==> config.mk <==
export PLATFORM = sky130hd
export DESIGN_NAME = wav_riff_header_parser_top
export DESIGN_NICKNAME = d
export VERILOG_FILES = /design/src/rtl/wrhp_pkg.sv /design/src/rtl/wrhp_front.sv /design/src/rtl/wrhp_fifo.sv /design/src/rtl/wrhp_back.sv /design/src/rtl/wav_riff_header_parser_top.sv
export VERILOG_INCLUDE_DIRS = /design/src /design/src/rtl
export SDC_FILE = /design/constraint.sdc
export NUM_CORES = 2
export LEC_CHECK = 0
export ABC_AREA = 1
export BUFFER_PORTS_ARGS = -buffer_cell sky130_fd_sc_hd__buf_4
export CORE_UTILIZATION = 40
export CTS_BUF_LIST = sky130_fd_sc_hd__clkbuf_8 sky130_fd_sc_hd__clkbuf_16
export DETAILED_ROUTE_END_ITERATION = 7
export PLACE_DENSITY_LB_ADDON = 0.1
export SYNTH_ARGS = -nofsm -noshare
export SYNTH_HDL_FRONTEND = slang
export SYNTH_SLANG_ARGS = --single-unit
==> constraint.sdc <==
create_clock -name clk_i -period 20.2 [get_ports clk_i]
set_clock_uncertainty 0.1 [all_clocks]
set_input_delay 3.03 -clock clk_i [delete_from_list [all_inputs] [get_ports clk_i]]
set_output_delay 3.03 -clock clk_i [all_outputs]
set_load 0.05 [all_outputs]
==> src/rtl/assert_macros.svh <==
// Assertion helpers shared by the parser front, queue and result modules.
`ifndef ASSERT_MACROS_SVH
`define ASSERT_MACROS_SVH

// Property checked on every rising clock edge outside reset.
`define ASSERT_CLK(label, clk, rst_n, prop, msg) \
  label: assert property (@(posedge clk) disable iff (!rst_n) (prop)) else $error(msg);

// Condition that must never be seen outside reset.
`define ASSERT_NEVER(label, clk, rst_n, expr, msg) \
  label: assert property (@(posedge clk) disable iff (!rst_n) !(expr)) else $error(msg);

`endif

==> src/rtl/wrhp_pkg.sv <==
// ----------------------------------------------------------------------------
// wrhp_pkg
// Shared types and constants of the WAV RIFF header parser.
// ----------------------------------------------------------------------------
package wrhp_pkg;

  localparam logic [31:0] ID_RIFF = 32'h5249_4646;
  localparam logic [31:0] ID_WAVE = 32'h5741_5645;
  localparam logic [31:0] ID_FMT  = 32'h666D_7420;
  localparam logic [31:0] ID_DATA = 32'h6461_7461;
  localparam logic [31:0] FMT_LEN = 32'd16;

  localparam int FIFO_DEPTH = 2;
  localparam int FIFO_PTR_W = (FIFO_DEPTH > 1) ? $clog2(FIFO_DEPTH) : 1;
  localparam int FIFO_CNT_W = $clog2(FIFO_DEPTH + 1);

  localparam int TDATA_W = 144;

  typedef enum logic [1:0] {
    KIND_PAYLOAD = 2'd0,
    KIND_HEADER  = 2'd1,
    KIND_ERROR   = 2'd2
  } kind_e;

  typedef enum logic [2:0] {
    ERR_NOT_RIFF   = 3'd0,
    ERR_NO_WAVE    = 3'd1,
    ERR_FMT_LEN    = 3'd2,
    ERR_BYTE_RATE  = 3'd3,
    ERR_ALIGN      = 3'd4,
    ERR_DATA_FIRST = 3'd5,
    ERR_ZERO_LEN   = 3'd6
  } err_e;

  // Work items passed from the parser front to the result back end.
  typedef enum logic [2:0] {
    IT_PAYLOAD   = 3'd0,
    IT_HEADER    = 3'd1,
    IT_ERROR     = 3'd2,
    IT_FMT_CHECK = 3'd3,
    IT_RESTART   = 3'd4
  } item_e;

  typedef struct packed {
    item_e       kind;
    logic [7:0]  data;
    logic        last;
    err_e        err;
    logic [15:0] format_tag;
    logic [15:0] channels;
    logic [31:0] rate;
    logic [15:0] align;
    logic [15:0] bits;
    logic [31:0] length;
    logic [31:0] byte_rate;
    logic [31:0] rate_product;
  } item_t;

  typedef struct packed {
    kind_e       kind;
    logic        last;
    logic [7:0]  payload;
    logic [15:0] format_tag;
    logic [15:0] channels;
    logic [31:0] rate;
    logic [15:0] align;
    logic [15:0] bits;
    logic [31:0] length;
    err_e        err;
  } result_t;

endpackage

==> src/rtl/wrhp_front.sv <==
// ----------------------------------------------------------------------------
// wrhp_front
// Byte-level parser: walks the RIFF/WAVE structure and queues work items.
// ----------------------------------------------------------------------------
`include "assert_macros.svh"

module wrhp_front (
  input  logic                clk_i,
  input  logic                rst_ni,
  input  logic                valid_i,
  output logic                ready_o,
  input  logic [7:0]          byte_i,
  input  logic                restart_i,
  input  logic                full_i,
  output logic                push_o,
  output wrhp_pkg::item_t     item_o
);

  localparam int POS_W = $clog2(int'(wrhp_pkg::FMT_LEN));

  typedef enum logic [3:0] {
    PH_RIFF_ID, PH_RIFF_LEN, PH_WAVE, PH_CHUNK_HDR, PH_FMT,
    PH_SKIP, PH_DATA, PH_DONE, PH_ERROR
  } phase_e;

  phase_e             phase_q, phase_d, phase_cur;
  logic [POS_W-1:0]   pos_q, pos_d, pos_cur;
  logic               seen_q, seen_d, seen_cur;
  logic [31:0]        id_q, id_d, id_shifted;
  logic [31:0]        len_q, len_d, len_shifted;
  logic [31:0]        rem_q, rem_d;
  logic [15:0]        tag_q, tag_d;
  logic [15:0]        chan_q, chan_d;
  logic [31:0]        rate_q, rate_d;
  logic [31:0]        brate_q, brate_d;
  logic [15:0]        align_q, align_d;
  logic [15:0]        bits_q, bits_d;
  logic [31:0]        prod_q, prod_d;
  logic [31:0]        prod_full;
  logic               acc;

  assign ready_o    = !full_i;
  assign acc        = valid_i && ready_o;
  assign id_shifted  = {id_q[23:0], byte_i};
  assign len_shifted = {byte_i, len_q[31:8]};
  assign prod_full   = {16'd0, align_q} * rate_q;

  always_comb begin
    phase_cur = restart_i ? PH_RIFF_ID : phase_q;
    pos_cur   = restart_i ? '0 : pos_q;
    seen_cur  = restart_i ? 1'b0 : seen_q;
    phase_d   = phase_q;
    pos_d     = pos_q;
    seen_d    = seen_q;
    id_d      = id_q;
    len_d     = len_q;
    rem_d     = rem_q;
    tag_d     = tag_q;
    chan_d    = chan_q;
    rate_d    = rate_q;
    brate_d   = brate_q;
    align_d   = align_q;
    bits_d    = bits_q;
    prod_d    = prod_q;
    push_o    = 1'b0;
    item_o    = '0;
    item_o.kind = wrhp_pkg::IT_RESTART;
    if (acc) begin
      phase_d = phase_cur;
      pos_d   = pos_cur + POS_W'(1);
      seen_d  = seen_cur;
      push_o  = restart_i;
      case (phase_cur)
        PH_RIFF_ID, PH_WAVE: begin
          id_d = id_shifted;
          if (pos_cur == POS_W'(3)) begin
            pos_d = '0;
            if (phase_cur == PH_RIFF_ID) begin
              if (id_shifted != wrhp_pkg::ID_RIFF) begin
                phase_d     = PH_ERROR;
                push_o      = 1'b1;
                item_o.kind = wrhp_pkg::IT_ERROR;
                item_o.err  = wrhp_pkg::ERR_NOT_RIFF;
              end else begin
                phase_d = PH_RIFF_LEN;
              end
            end else begin
              if (id_shifted != wrhp_pkg::ID_WAVE) begin
                phase_d     = PH_ERROR;
                push_o      = 1'b1;
                item_o.kind = wrhp_pkg::IT_ERROR;
                item_o.err  = wrhp_pkg::ERR_NO_WAVE;
              end else begin
                phase_d = PH_CHUNK_HDR;
              end
            end
          end
        end
        PH_RIFF_LEN: begin
          if (pos_cur == POS_W'(3)) begin
            pos_d   = '0;
            phase_d = PH_WAVE;
          end
        end
        PH_CHUNK_HDR: begin
          if (!pos_cur[2]) begin
            id_d = id_shifted;
          end else begin
            len_d = len_shifted;
          end
          if (pos_cur == POS_W'(7)) begin
            pos_d = '0;
            rem_d = len_shifted;
            if (len_shifted == 32'd0) begin
              phase_d     = PH_ERROR;
              push_o      = 1'b1;
              item_o.kind = wrhp_pkg::IT_ERROR;
              item_o.err  = wrhp_pkg::ERR_ZERO_LEN;
            end else if (id_q == wrhp_pkg::ID_FMT) begin
              if (len_shifted != wrhp_pkg::FMT_LEN) begin
                phase_d     = PH_ERROR;
                push_o      = 1'b1;
                item_o.kind = wrhp_pkg::IT_ERROR;
                item_o.err  = wrhp_pkg::ERR_FMT_LEN;
              end else begin
                phase_d = PH_FMT;
              end
            end else if (id_q == wrhp_pkg::ID_DATA) begin
              push_o = 1'b1;
              if (!seen_cur) begin
                phase_d     = PH_ERROR;
                item_o.kind = wrhp_pkg::IT_ERROR;
                item_o.err  = wrhp_pkg::ERR_DATA_FIRST;
              end else begin
                phase_d           = PH_DATA;
                item_o.kind       = wrhp_pkg::IT_HEADER;
                item_o.format_tag = tag_q;
                item_o.channels   = chan_q;
                item_o.rate       = rate_q;
                item_o.align      = align_q;
                item_o.bits       = bits_q;
                item_o.length     = len_shifted;
              end
            end else begin
              phase_d = PH_SKIP;
            end
          end
        end
        PH_FMT: begin
          case (pos_cur)
            POS_W'(0):  tag_d = {8'd0, byte_i};
            POS_W'(1):  tag_d = {byte_i, tag_q[7:0]};
            POS_W'(2):  chan_d = {8'd0, byte_i};
            POS_W'(3):  chan_d = {byte_i, chan_q[7:0]};
            POS_W'(4), POS_W'(5), POS_W'(6), POS_W'(7):
              rate_d = {byte_i, rate_q[31:8]};
            POS_W'(8), POS_W'(9), POS_W'(10), POS_W'(11):
              brate_d = {byte_i, brate_q[31:8]};
            POS_W'(12): align_d = {8'd0, byte_i};
            POS_W'(13): align_d = {byte_i, align_q[7:0]};
            POS_W'(14): begin
              bits_d = {8'd0, byte_i};
              prod_d = prod_full;
            end
            default: begin
              bits_d              = {byte_i, bits_q[7:0]};
              pos_d               = '0;
              seen_d              = 1'b1;
              phase_d             = PH_CHUNK_HDR;
              push_o              = 1'b1;
              item_o.kind         = wrhp_pkg::IT_FMT_CHECK;
              item_o.channels     = chan_q;
              item_o.align        = align_q;
              item_o.bits         = {byte_i, bits_q[7:0]};
              item_o.byte_rate    = brate_q;
              item_o.rate_product = prod_q;
            end
          endcase
        end
        PH_SKIP: begin
          pos_d = pos_q;
          rem_d = rem_q - 32'd1;
          if (rem_q == 32'd1) begin
            phase_d = PH_CHUNK_HDR;
            pos_d   = '0;
          end
        end
        PH_DATA: begin
          pos_d       = pos_q;
          rem_d       = rem_q - 32'd1;
          push_o      = 1'b1;
          item_o.kind = wrhp_pkg::IT_PAYLOAD;
          item_o.data = byte_i;
          item_o.last = (rem_q == 32'd1);
          if (rem_q == 32'd1) begin
            phase_d = PH_DONE;
          end
        end
        default: begin
          pos_d = pos_cur;
        end
      endcase
    end
  end

  always_ff @(posedge clk_i or negedge rst_ni) begin
    if (!rst_ni) begin
      phase_q <= PH_RIFF_ID;
      pos_q   <= '0;
      seen_q  <= 1'b0;
    end else begin
      phase_q <= phase_d;
      pos_q   <= pos_d;
      seen_q  <= seen_d;
    end
  end

  always_ff @(posedge clk_i) begin
    id_q    <= id_d;
    len_q   <= len_d;
    rem_q   <= rem_d;
    tag_q   <= tag_d;
    chan_q  <= chan_d;
    rate_q  <= rate_d;
    brate_q <= brate_d;
    align_q <= align_d;
    bits_q  <= bits_d;
    prod_q  <= prod_d;
  end

  `ASSERT_CLK(a_push_on_accept, clk_i, rst_ni, push_o |-> (valid_i && !full_i), "push without accepted byte")
  `ASSERT_NEVER(a_quiet_when_done, clk_i, rst_ni, acc && !restart_i && push_o && (phase_q == PH_DONE || phase_q == PH_ERROR), "item after end of parse")

endmodule

==> src/rtl/wrhp_fifo.sv <==
// ----------------------------------------------------------------------------
// wrhp_fifo
// Short queue of work items between parser front and result back end.
// ----------------------------------------------------------------------------
`include "assert_macros.svh"

module wrhp_fifo (
  input  logic             clk_i,
  input  logic             rst_ni,
  input  logic             push_i,
  input  wrhp_pkg::item_t  item_i,
  output logic             full_o,
  input  logic             pop_i,
  output wrhp_pkg::item_t  item_o,
  output logic             empty_o
);

  localparam int PW = wrhp_pkg::FIFO_PTR_W;
  localparam int CW = wrhp_pkg::FIFO_CNT_W;

  wrhp_pkg::item_t mem_q [wrhp_pkg::FIFO_DEPTH];
  logic [PW-1:0]   wr_q, wr_d, rd_q, rd_d;
  logic [CW-1:0]   cnt_q, cnt_d;
  logic            do_push, do_pop;

  assign full_o  = (cnt_q == CW'(wrhp_pkg::FIFO_DEPTH));
  assign empty_o = (cnt_q == '0);
  assign do_push = push_i && !full_o;
  assign do_pop  = pop_i && !empty_o;
  assign item_o  = mem_q[rd_q];

  always_comb begin
    wr_d  = wr_q;
    rd_d  = rd_q;
    cnt_d = cnt_q;
    if (do_push) begin
      wr_d = (wr_q == PW'(wrhp_pkg::FIFO_DEPTH - 1)) ? '0 : wr_q + PW'(1);
    end
    if (do_pop) begin
      rd_d = (rd_q == PW'(wrhp_pkg::FIFO_DEPTH - 1)) ? '0 : rd_q + PW'(1);
    end
    if (do_push && !do_pop) begin
      cnt_d = cnt_q + CW'(1);
    end else if (do_pop && !do_push) begin
      cnt_d = cnt_q - CW'(1);
    end
  end

  always_ff @(posedge clk_i or negedge rst_ni) begin
    if (!rst_ni) begin
      wr_q  <= '0;
      rd_q  <= '0;
      cnt_q <= '0;
    end else begin
      wr_q  <= wr_d;
      rd_q  <= rd_d;
      cnt_q <= cnt_d;
    end
  end

  always_ff @(posedge clk_i) begin
    if (do_push) begin
      mem_q[wr_q] <= item_i;
    end
  end

  `ASSERT_NEVER(a_no_overflow, clk_i, rst_ni, push_i && full_o, "push into full queue")
  `ASSERT_CLK(a_count_bound, clk_i, rst_ni, cnt_q <= CW'(wrhp_pkg::FIFO_DEPTH), "queue count out of range")

endmodule

==> src/rtl/wrhp_back.sv <==
// ----------------------------------------------------------------------------
// wrhp_back
// Result stage: runs the fmt checks, drops items after an error, and holds
// the output register.
// ----------------------------------------------------------------------------
`include "assert_macros.svh"

module wrhp_back (
  input  logic               clk_i,
  input  logic               rst_ni,
  input  logic               empty_i,
  input  wrhp_pkg::item_t    item_i,
  output logic               pop_o,
  output logic               valid_o,
  input  logic               ready_i,
  output wrhp_pkg::result_t  result_o
);

  wrhp_pkg::result_t res_q, res_d, res_new;
  logic              valid_q, valid_d;
  logic              dead_q, dead_d;
  logic [31:0]       chan_bits;
  logic [31:0]       min_align;

  assign pop_o     = !empty_i && (!valid_q || ready_i);
  assign chan_bits = {16'd0, item_i.channels} * {16'd0, item_i.bits};
  assign min_align = chan_bits >> 3;
  assign valid_o   = valid_q;
  assign result_o  = res_q;

  always_comb begin
    res_new = '0;
    res_d   = res_q;
    valid_d = valid_q && !ready_i;
    dead_d  = dead_q;
    if (pop_o) begin
      case (item_i.kind)
        wrhp_pkg::IT_RESTART: begin
          dead_d = 1'b0;
        end
        wrhp_pkg::IT_FMT_CHECK: begin
          if (!dead_q) begin
            res_new.kind = wrhp_pkg::KIND_ERROR;
            if (item_i.rate_product != item_i.byte_rate) begin
              res_new.err = wrhp_pkg::ERR_BYTE_RATE;
              res_d       = res_new;
              valid_d     = 1'b1;
              dead_d      = 1'b1;
            end else if ({16'd0, item_i.align} < min_align) begin
              res_new.err = wrhp_pkg::ERR_ALIGN;
              res_d       = res_new;
              valid_d     = 1'b1;
              dead_d      = 1'b1;
            end
          end
        end
        wrhp_pkg::IT_ERROR: begin
          if (!dead_q) begin
            res_new.kind = wrhp_pkg::KIND_ERROR;
            res_new.err  = item_i.err;
            res_d        = res_new;
            valid_d      = 1'b1;
            dead_d       = 1'b1;
          end
        end
        wrhp_pkg::IT_HEADER: begin
          if (!dead_q) begin
            res_new.kind       = wrhp_pkg::KIND_HEADER;
            res_new.format_tag = item_i.format_tag;
            res_new.channels   = item_i.channels;
            res_new.rate       = item_i.rate;
            res_new.align      = item_i.align;
            res_new.bits       = item_i.bits;
            res_new.length     = item_i.length;
            res_d              = res_new;
            valid_d            = 1'b1;
          end
        end
        wrhp_pkg::IT_PAYLOAD: begin
          if (!dead_q) begin
            res_new.kind    = wrhp_pkg::KIND_PAYLOAD;
            res_new.payload = item_i.data;
            res_new.last    = item_i.last;
            res_d           = res_new;
            valid_d         = 1'b1;
          end
        end
        default: begin
          dead_d = dead_q;
        end
      endcase
    end
  end

  always_ff @(posedge clk_i or negedge rst_ni) begin
    if (!rst_ni) begin
      valid_q <= 1'b0;
      dead_q  <= 1'b0;
    end else begin
      valid_q <= valid_d;
      dead_q  <= dead_d;
    end
  end

  always_ff @(posedge clk_i) begin
    res_q <= res_d;
  end

  `ASSERT_CLK(a_restart_revives, clk_i, rst_ni, (pop_o && item_i.kind == wrhp_pkg::IT_RESTART) |=> !dead_q, "restart did not clear error hold")
  `ASSERT_CLK(a_dead_is_silent, clk_i, rst_ni, (dead_q && pop_o && item_i.kind != wrhp_pkg::IT_RESTART) |=> !valid_q, "result after error")

endmodule

==> src/rtl/wav_riff_header_parser_top.sv <==
// Results pass the item queue and then the output register. Throughput: one
// byte per cycle on s_axis while the queue is not full, one result per cycle
// on m_axis while m_axis_tready is high. A two-entry item queue sits between
// parser and output register; a restart byte takes one slot, gives no result.
// Reset: rst_ni low clears parser phase, queue and output valid at once.
// ----------------------------------------------------------------------------
// wav_riff_header_parser_top
// WAV RIFF header parser: byte stream in, header, payload and error out.
// ----------------------------------------------------------------------------
module wav_riff_header_parser_top (
  input  logic                          clk_i,
  input  logic                          rst_ni,
  input  logic                          s_axis_tvalid,
  output logic                          s_axis_tready,
  input  logic [7:0]                    s_axis_tdata,  // [7:0] stream_byte
  input  logic [0:0]                    s_axis_tuser,  // [0] restart
  output logic                          m_axis_tvalid,
  input  logic                          m_axis_tready,
  // [7:0] payload_byte, [23:8] audio_format, [39:24] channel_count,
  // [71:40] sample_rate_hz, [87:72] block_align_bytes, [103:88] sample_bits,
  // [135:104] data_length, [138:136] error_code, [143:139] zero
  output logic [wrhp_pkg::TDATA_W-1:0]  m_axis_tdata,
  output logic                          m_axis_tlast,  // last_payload
  output logic [1:0]                    m_axis_tuser   // [1:0] result_kind
);

  wrhp_pkg::item_t   push_item, head_item;
  wrhp_pkg::result_t result;
  logic              push, pop, full, empty;

  wrhp_front u_front (
    .clk_i     (clk_i),
    .rst_ni    (rst_ni),
    .valid_i   (s_axis_tvalid),
    .ready_o   (s_axis_tready),
    .byte_i    (s_axis_tdata),
    .restart_i (s_axis_tuser[0]),
    .full_i    (full),
    .push_o    (push),
    .item_o    (push_item)
  );

  wrhp_fifo u_fifo (
    .clk_i   (clk_i),
    .rst_ni  (rst_ni),
    .push_i  (push),
    .item_i  (push_item),
    .full_o  (full),
    .pop_i   (pop),
    .item_o  (head_item),
    .empty_o (empty)
  );

  wrhp_back u_back (
    .clk_i    (clk_i),
    .rst_ni   (rst_ni),
    .empty_i  (empty),
    .item_i   (head_item),
    .pop_o    (pop),
    .valid_o  (m_axis_tvalid),
    .ready_i  (m_axis_tready),
    .result_o (result)
  );

  assign m_axis_tdata = {5'd0, result.err, result.length, result.bits, result.align,
                         result.rate, result.channels, result.format_tag,
                         result.payload};
  assign m_axis_tlast = result.last;
  assign m_axis_tuser = result.kind;

endmodule
**After elaboration in Yosys (flattened, before gate mapping)**

Memories as Yosys holds them, arrays and structs flattened.
Cells that the tools add are included.

- Flip-flop bits (word level): 413
- Bits in writable memories: 414
- Output and inout port bits: 149
- Memories: 1

Memory list:

| memory | words | width | read ports | clocked after memory_dff | write ports | RTL line | RTL |
|---|---|---|---|---|---|---|---|
| u_fifo.mem_q | 2 | 207 | 1 | 0 | 1 | wrhp_fifo.sv:21 | `wrhp_pkg::item_t mem_q [wrhp_pkg::FIFO_DEPTH];` |

- Add/sub/neg operators: 6
- $mul: 2
- Magnitude comparators: 1
- Equality and inequality tests: 40
- Multiplexer cells: 104
- Bitwise gates (word level): 5
- Reduce and logical (&&, ||, !) cells: 52

Operators with widths:

| cell | number |
|---|---|
| 142-bit 2-to-1 mux | 6 |
| 142-bit one-hot mux with 4 select lines | 1 |
| 128-bit 2-to-1 mux | 3 |
| 131-bit 2-to-1 mux | 2 |
| 207-bit 2-to-1 mux | 1 |
| 32-bit one-hot mux with 2 select lines | 3 |
| 32-bit 2-to-1 mux | 5 |
| 16-bit one-hot mux with 2 select lines | 5 |
| 64-bit 2-to-1 mux | 2 |
| 4-bit 2-to-1 mux | 20 |
| 32-bit by 31-bit equality test with 1-bit output (second input constant) | 2 |
| 32-bit by 31-bit != test with 1-bit output (second input constant) | 2 |
| 3-bit 2-to-1 mux | 15 |
| 3-bit AND reduction | 11 |
| 32-bit by 1-bit equality test with 1-bit output (second input constant) | 1 |
| 32-bit logical NOT | 1 |
| 16-bit by 16-bit multiplier with 32-bit output | 1 |
| 16-bit by 32-bit multiplier with 32-bit output | 1 |
| 16-bit 2-to-1 mux | 2 |
| 32-bit != test | 1 |
| 32-bit by 5-bit != test with 1-bit output (second input constant) | 1 |
| 32-bit by 1-bit subtractor with 32-bit output (second input constant) | 1 |
| 16-bit by 29-bit less-than comparator with 1-bit output | 1 |
| 4-bit by 3-bit equality test with 1-bit output (second input constant) | 7 |
| 42 further kinds | 115 |

**Logic depth before layout (Yosys ltp)**

- Depth after elaboration: 12
- Depth in mapped cells: 39
- Mapped depth without buffers: 36

**Hierarchy**

From an unflattened synthesis, not the netlist that was laid out.

- Cell total of the unflattened synthesis: 6037
- Area, all modules: 56068.8 µm²

Modules (own cells, without submodules):

| module | instances | cells each | area an instance (µm²) | sequential area each (µm²) |
|---|---|---|---|---|
| wrhp_front | 1 | 2961 | 24991.5 | 7672.4 |
| wrhp_back | 1 | 1958 | 15801.4 | 4314.1 |
| wrhp_fifo | 1 | 1112 | 15234.6 | 12532.0 |
| wav_riff_header_parser_top | 1 | 6 | 41.3 | 0.0 |

**Worst setup path before layout**

Ideal clock, no wire load.

- Path kind: input to register
- From: in s_axis_tuser
- To: mem u_fifo.mem_q[1][0] (netlist name) (enable)
- Setup time: 0.778 ns
- Arrival time: 13.429 ns
- Setup slack: 5.893 ns
- Stages: 15
- Buffers on the path: 1
- Cells stage by stage: buf_6 -> nor2_1 -> inv_1 -> ha_1 -> nor4_1 -> inv_1 -> nand2_1 -> nand3_1 -> nor2_1 -> nand2_1 -> nor2_4 -> inv_1 -> nand4_1 -> nand2_1 -> nor2_1

- Longest elaborated chain between the ends: 9
- Elaborated cells on any way between the ends: 39
- Those cells by class: eq/ne: 18; mux: 16; reduce/logical: 5

RTL lines:

| item | RTL line | RTL |
|---|---|---|
| from (decl) | wav_riff_header_parser_top.sv:16 | `input logic [0:0] s_axis_tuser,` |
| 4-bit 2-to-1 mux, or another cell as far along | wrhp_front.sv:50 | `pos_cur = restart_i ? '0 : pos_q;` |
| 4-bit equality test, or another cell as far along | wrhp_front.sv:150 | `case (pos_cur)` |
| 15-bit OR reduction (no source line), or another cell as far along | - |  |
| 1-bit 2-to-1 mux, on equally long branches | wrhp_front.sv:150, wrhp_front.sv:76, wrhp_front.sv:111 |  |
| 1-bit one-hot mux with 4 select lines (*) | wrhp_front.sv:73 | `case (phase_cur)` |
| 1-bit 2-to-1 mux (*) | wrhp_front.sv:68 | `if (acc) begin` |
| 1-bit logical AND (*) | wrhp_fifo.sv:28 | `assign do_push = push_i && !full_o;` |
| 1-bit 2-to-1 mux (*) | wrhp_fifo.sv:62 | `if (do_push) begin` |
| 1-bit 2-to-1 mux (not written as such) (*) | wrhp_fifo.sv:63 | `mem_q[wr_q] <= item_i;` |
| to (decl) | wrhp_fifo.sv:21 |  |

Every way passes the cells marked *; elsewhere a longest branch is shown, timed or not.

**Final worst setup path**

- From: reg u_fifo.rd_q
- To: reg u_back.res_q, in the netlist u_back.result_o[16] (enable)

- Longest elaborated chain between the ends: 5
- Elaborated cells on any way between the ends: 15
- Those cells by class: mul: 1; order compare: 1; eq/ne: 9; reduce/logical: 3; memory: 1

RTL lines:

| item | RTL line | RTL |
|---|---|---|
| from (decl) | wrhp_fifo.sv:22 | `logic [PW-1:0] wr_q, wr_d, rd_q, rd_d;` |
| from (signal assigned) | wrhp_fifo.sv:56 | `rd_q <= rd_d;` |
| memory 2 x 207 bit (*) | - |  |
| 16-bit by 16-bit multiplier with 32-bit output | wrhp_back.sv:26 | `assign chan_bits = {16'd0, item_i.channels} * {16'd0, item_i.bits};` |
| 16-bit by 29-bit less-than comparator with 1-bit output | wrhp_back.sv:49 | `end else if ({16'd0, item_i.align} < min_align) begin` |
| 3-bit by 1-bit != test with 1-bit output (no source line) | - |  |
| 7-bit AND reduction (no source line) (*) | - |  |
| to (signal assigned) | wrhp_back.sv:106 | `res_q <= res_d;` |
| to (decl) | wrhp_back.sv:19 | `wrhp_pkg::result_t res_q, res_d, res_new;` |

Marked as above.
A chain may end at the register's enable or synchronous reset.

==> results.md <==
* Outcome: complete, no violations
* Per-cell routed wire length at 20.46 µm
* Synth area leaders: edfxtp_1 46%, fa_1 19%, nand2_1 8.3%
* Final HPWL DP at 104600 µm
* Area share of and/or/nand/nor cells after synthesis at 15.36%
* Predominant post-synthesis flop cell: edfxtp_1
* Maximum clock rate at 95.55 MHz
* Reg2reg end: u_back.result_o[16]
* Critical path launch point: u_fifo.rd_q
* Worst skew pair latency at 720 ps
* Hold/Removal Path Class: reg2reg
* CTS tree: built
* Initial DRT Pass Iterations at 5
* Final setup fails at 0
* Post-synthesis mux area share at 0.01893%
* Setup TNS Final at 0 ps
* CTS root buf: clkbuf_16
* Area grow syn2layout at 11.77%
* Cells after Synth at 5268
* Synth Warn # at 0
* Startpoint Class: flop
* CP Max Fanout at 72
* Min Tclk post-route at 10470 ps
* Die Area at 133600 µm²
* Avg Inst Size Synth at 10.04 µm²
* Fillcell total at 12500
* Cts hold-fix bufs at 0
* Worst setup endpoint: u_back.result_o[16]
* Row count at 133
* All-Layer GR Usage at 22.58%
* Global placement routability congestion at 0.8938
* Post-synth top area cell: edfxtp_1
* Worst R2R Setup Slack at 9730 ps
* Core area at 131300 µm²
* Final hold vios at 0
* #FFs+latches synth at 819
* Slowest CP cell: buf_4
* Die X at 365.6 µm
* Clock transition at path regs at 60 ps
* Fin nets at 6086
* Remaining antenna violation count at 0
* WS Path Type: reg2reg
* Fin crit share at 51.81%
* Synth Area in Compound Gates at 3.898%
* Data arrival time of the worst path at 10680 ps
* Slew Limit Fails at 0
* Largest family of logic cells by synthesized area: adder cells
* Chip height at 365.6 µm
* Post-CTS sizing at 0
* Setup crit end kind: flop
* Critical Path Max Stage Delay at 820 ps
* Least-Margin Pin Slew at 1130 ps
* Starting density of the core at 40.27%
* Max Buffers Root-to-Sink at 3
* Routed WL at 147700 µm
* First-pass GRT wire length at 224800 µm
* H-tree Lvls at 3
* Synth unique cells at 57
* Layout cells sized above 1 at 8.313%
* RSZ-0062 raised after global routing: false
* Total CTS buffers at 92
* Initial antenna violation count at 2
* XOR/XNOR share of the synthesized area at 1.955%
* Vias in the first global route at 36300
* Reg-to-Reg Start: u_fifo.rd_q
* Rel. slew slack at 24.67%
* Total global routing overflow at 0
* Crit-path most repeated cell: nand2_1
* Synth async-reset ratio at 1.832%
* Largest net degree at the start of global routing at 148
* I/O Buffers at 156
* Clock sinks at 819
* Via-to-Cell Ratio at 4.922
* Post-synthesis sequential area ratio at 46.38%
* Max Cap Viol at 0
* EDFF count, synth at 804
* Vias at 35540
* DR iter-0 viols at 2626
* Residual DRC at 0
* Critical Path RT at 20420 ps
* Top cell type's share of synthesized area at 45.67%
* Post-CTS Setup Bufs at 0
* Adder-cell area share of the yosys netlist at 23.33%
* IO Pins at 162
* R2R cell count at 34
* Synth Cell Area at 52870 µm²
## worst max-delay path: cells and delay by family (launching register included)
kind,cells,cell delay [ps]
adder cells (fa/ha/maj),8,3750
XOR/XNOR,1,160
AND/OR/NAND/NOR,12,1410
buffers and inverters,8,2880
AO/OA/AOI/OAI,5,980
flip-flops,1,630
## cell families after synthesis
| family | Yosys count |
|---|---|
| multiplexers | 1 |
| other | 1 |
| AO/OA/AOI/OAI | 385 |
| flip-flops | 819 |
| AND/OR/NAND/NOR | 1996 |
| XOR/XNOR | 118 |
| buffers and inverters | 1261 |
| adder cells (fa/ha/maj) | 687 |
## metal layers
| metal | GRT usage [%] | part of all wire, % | vias up |
|---|---|---|---|
| met2 | 34.97 | 45 | 925 |
| li1 | - | - | 16650 |
| met4 | 5.948 | 2.1 | 4 |
| met5 | 0 | 0.020 | - |
| met3 | 3.468 | 5.8 | 164 |
| met1 | 32.98 | 47 | 17790 |
## layout make-up
class | instances | area (µm²) | area share (%)
clock inverter | 77 | 739.5 | 1.251
timing repair buffer | 218 | 1662 | 2.812
clock buffer | 92 | 2302 | 3.896
inverter | 1063 | 4000 | 6.770
tap | 1755 | 2196 | 3.716
sequential | 819 | 24520 | 41.50
antenna | 4 | 10.01 | 0.01694
multi-input combinational | 3192 | 23660 | 40.04
## through the flow
| step | hold WS, ps | instances | util, % | setup slack [ps] | instance area, µm² |
|---|---|---|---|---|---|
| after detailed placement | 333.1 | 7047 | 42.68 | 9663 | 56040 |
| after global placement | 331.3 | 7047 | 42.68 | 9810 | 56040 |
| final | 322.7 | 7220 | 45.00 | 9734 | 59090 |
| after global routing | 331.3 | 7216 | 45.00 | 9055 | 59080 |
| after CTS | 318.7 | 7216 | 45.00 | 9661 | 59080 |
| after floorplan | 324.4 | 5272 | - | 5893 | 52880 |
## sequential cells by signal, summed over array words and instances, names as in the netlist, 24 cells and up
signal and cells:
u_back.result_o 142, u_fifo.mem_q 414, u_front.brate_q 32, u_front.id_q 32, u_front.len_q 24, u_front.prod_q 32, u_front.rate_q 32, u_front.rem_q 32
## cells in the mapped netlist (3+ instances only)
cell type  instances
buf_2             19
a21oi_1          182
buf_1             11
or2_2             46
a21o_1             4
clkinv_1          16
o211ai_1           7
o22ai_1            5
dfrtp_1           15
a31oi_1           13
xor2_1            64
inv_2              7
nor3_2             3
nor4_1            20
fa_1             498
o21ai_0          122
nor2_4             7
ha_1             189
nor2_1           551
o21bai_1           6
o31ai_1            4
nor2_2            10
buf_4              6
xnor2_1           54
clkbuf_1         161
edfxtp_1         804
nand3_1           73
o21ai_1           24
inv_1           1040
nor3_1            57
nand2_1         1169
nand4_1           43
o2111ai_1          4
## cell usage in the layout (no fill, tap or decap), drive strengths merged, types with 3 or more instances in the layout
cell	count
o211ai	7
buf	218
diode	4
o21ai	147
inv	1072
nand4	45
xor2	64
o31ai	4
nand2	1172
clkinv	54
clkbuf	92
ha	189
a31oi	13
or2	46
conb	5
clkinvlp	6
a21o	4
nor4	20
nor2	568
fa	498
bufinv	8
a21oi	182
nor3	61
nand3b	3
o22ai	5
edfxtp	804
nand3	75
dfrtp	15
o2111ai	4
xnor2	54
o21bai	6
## worst min path at each step
stage / start / to / slack, ps / cells past startpoint
floorplan: u_front.rate_q[8] / u_front.rate_q[0] / 320 / 0
global placement: u_front.brate_q[14] / u_front.brate_q[6] / 330 / 0
detailed placement: u_front.len_q[29] / u_front.len_q[21] / 330 / 0
CTS: u_front.id_q[14] / u_front.id_q[22] / 320 / 0
global route: u_front.id_q[14] / u_front.id_q[22] / 330 / 0
finish: u_front.id_q[14] / u_front.id_q[22] / 320 / 0
Power is left out: the tool's default activity adds up to more than one toggle a clock period on the data nets, which glitch-free logic cannot reach.
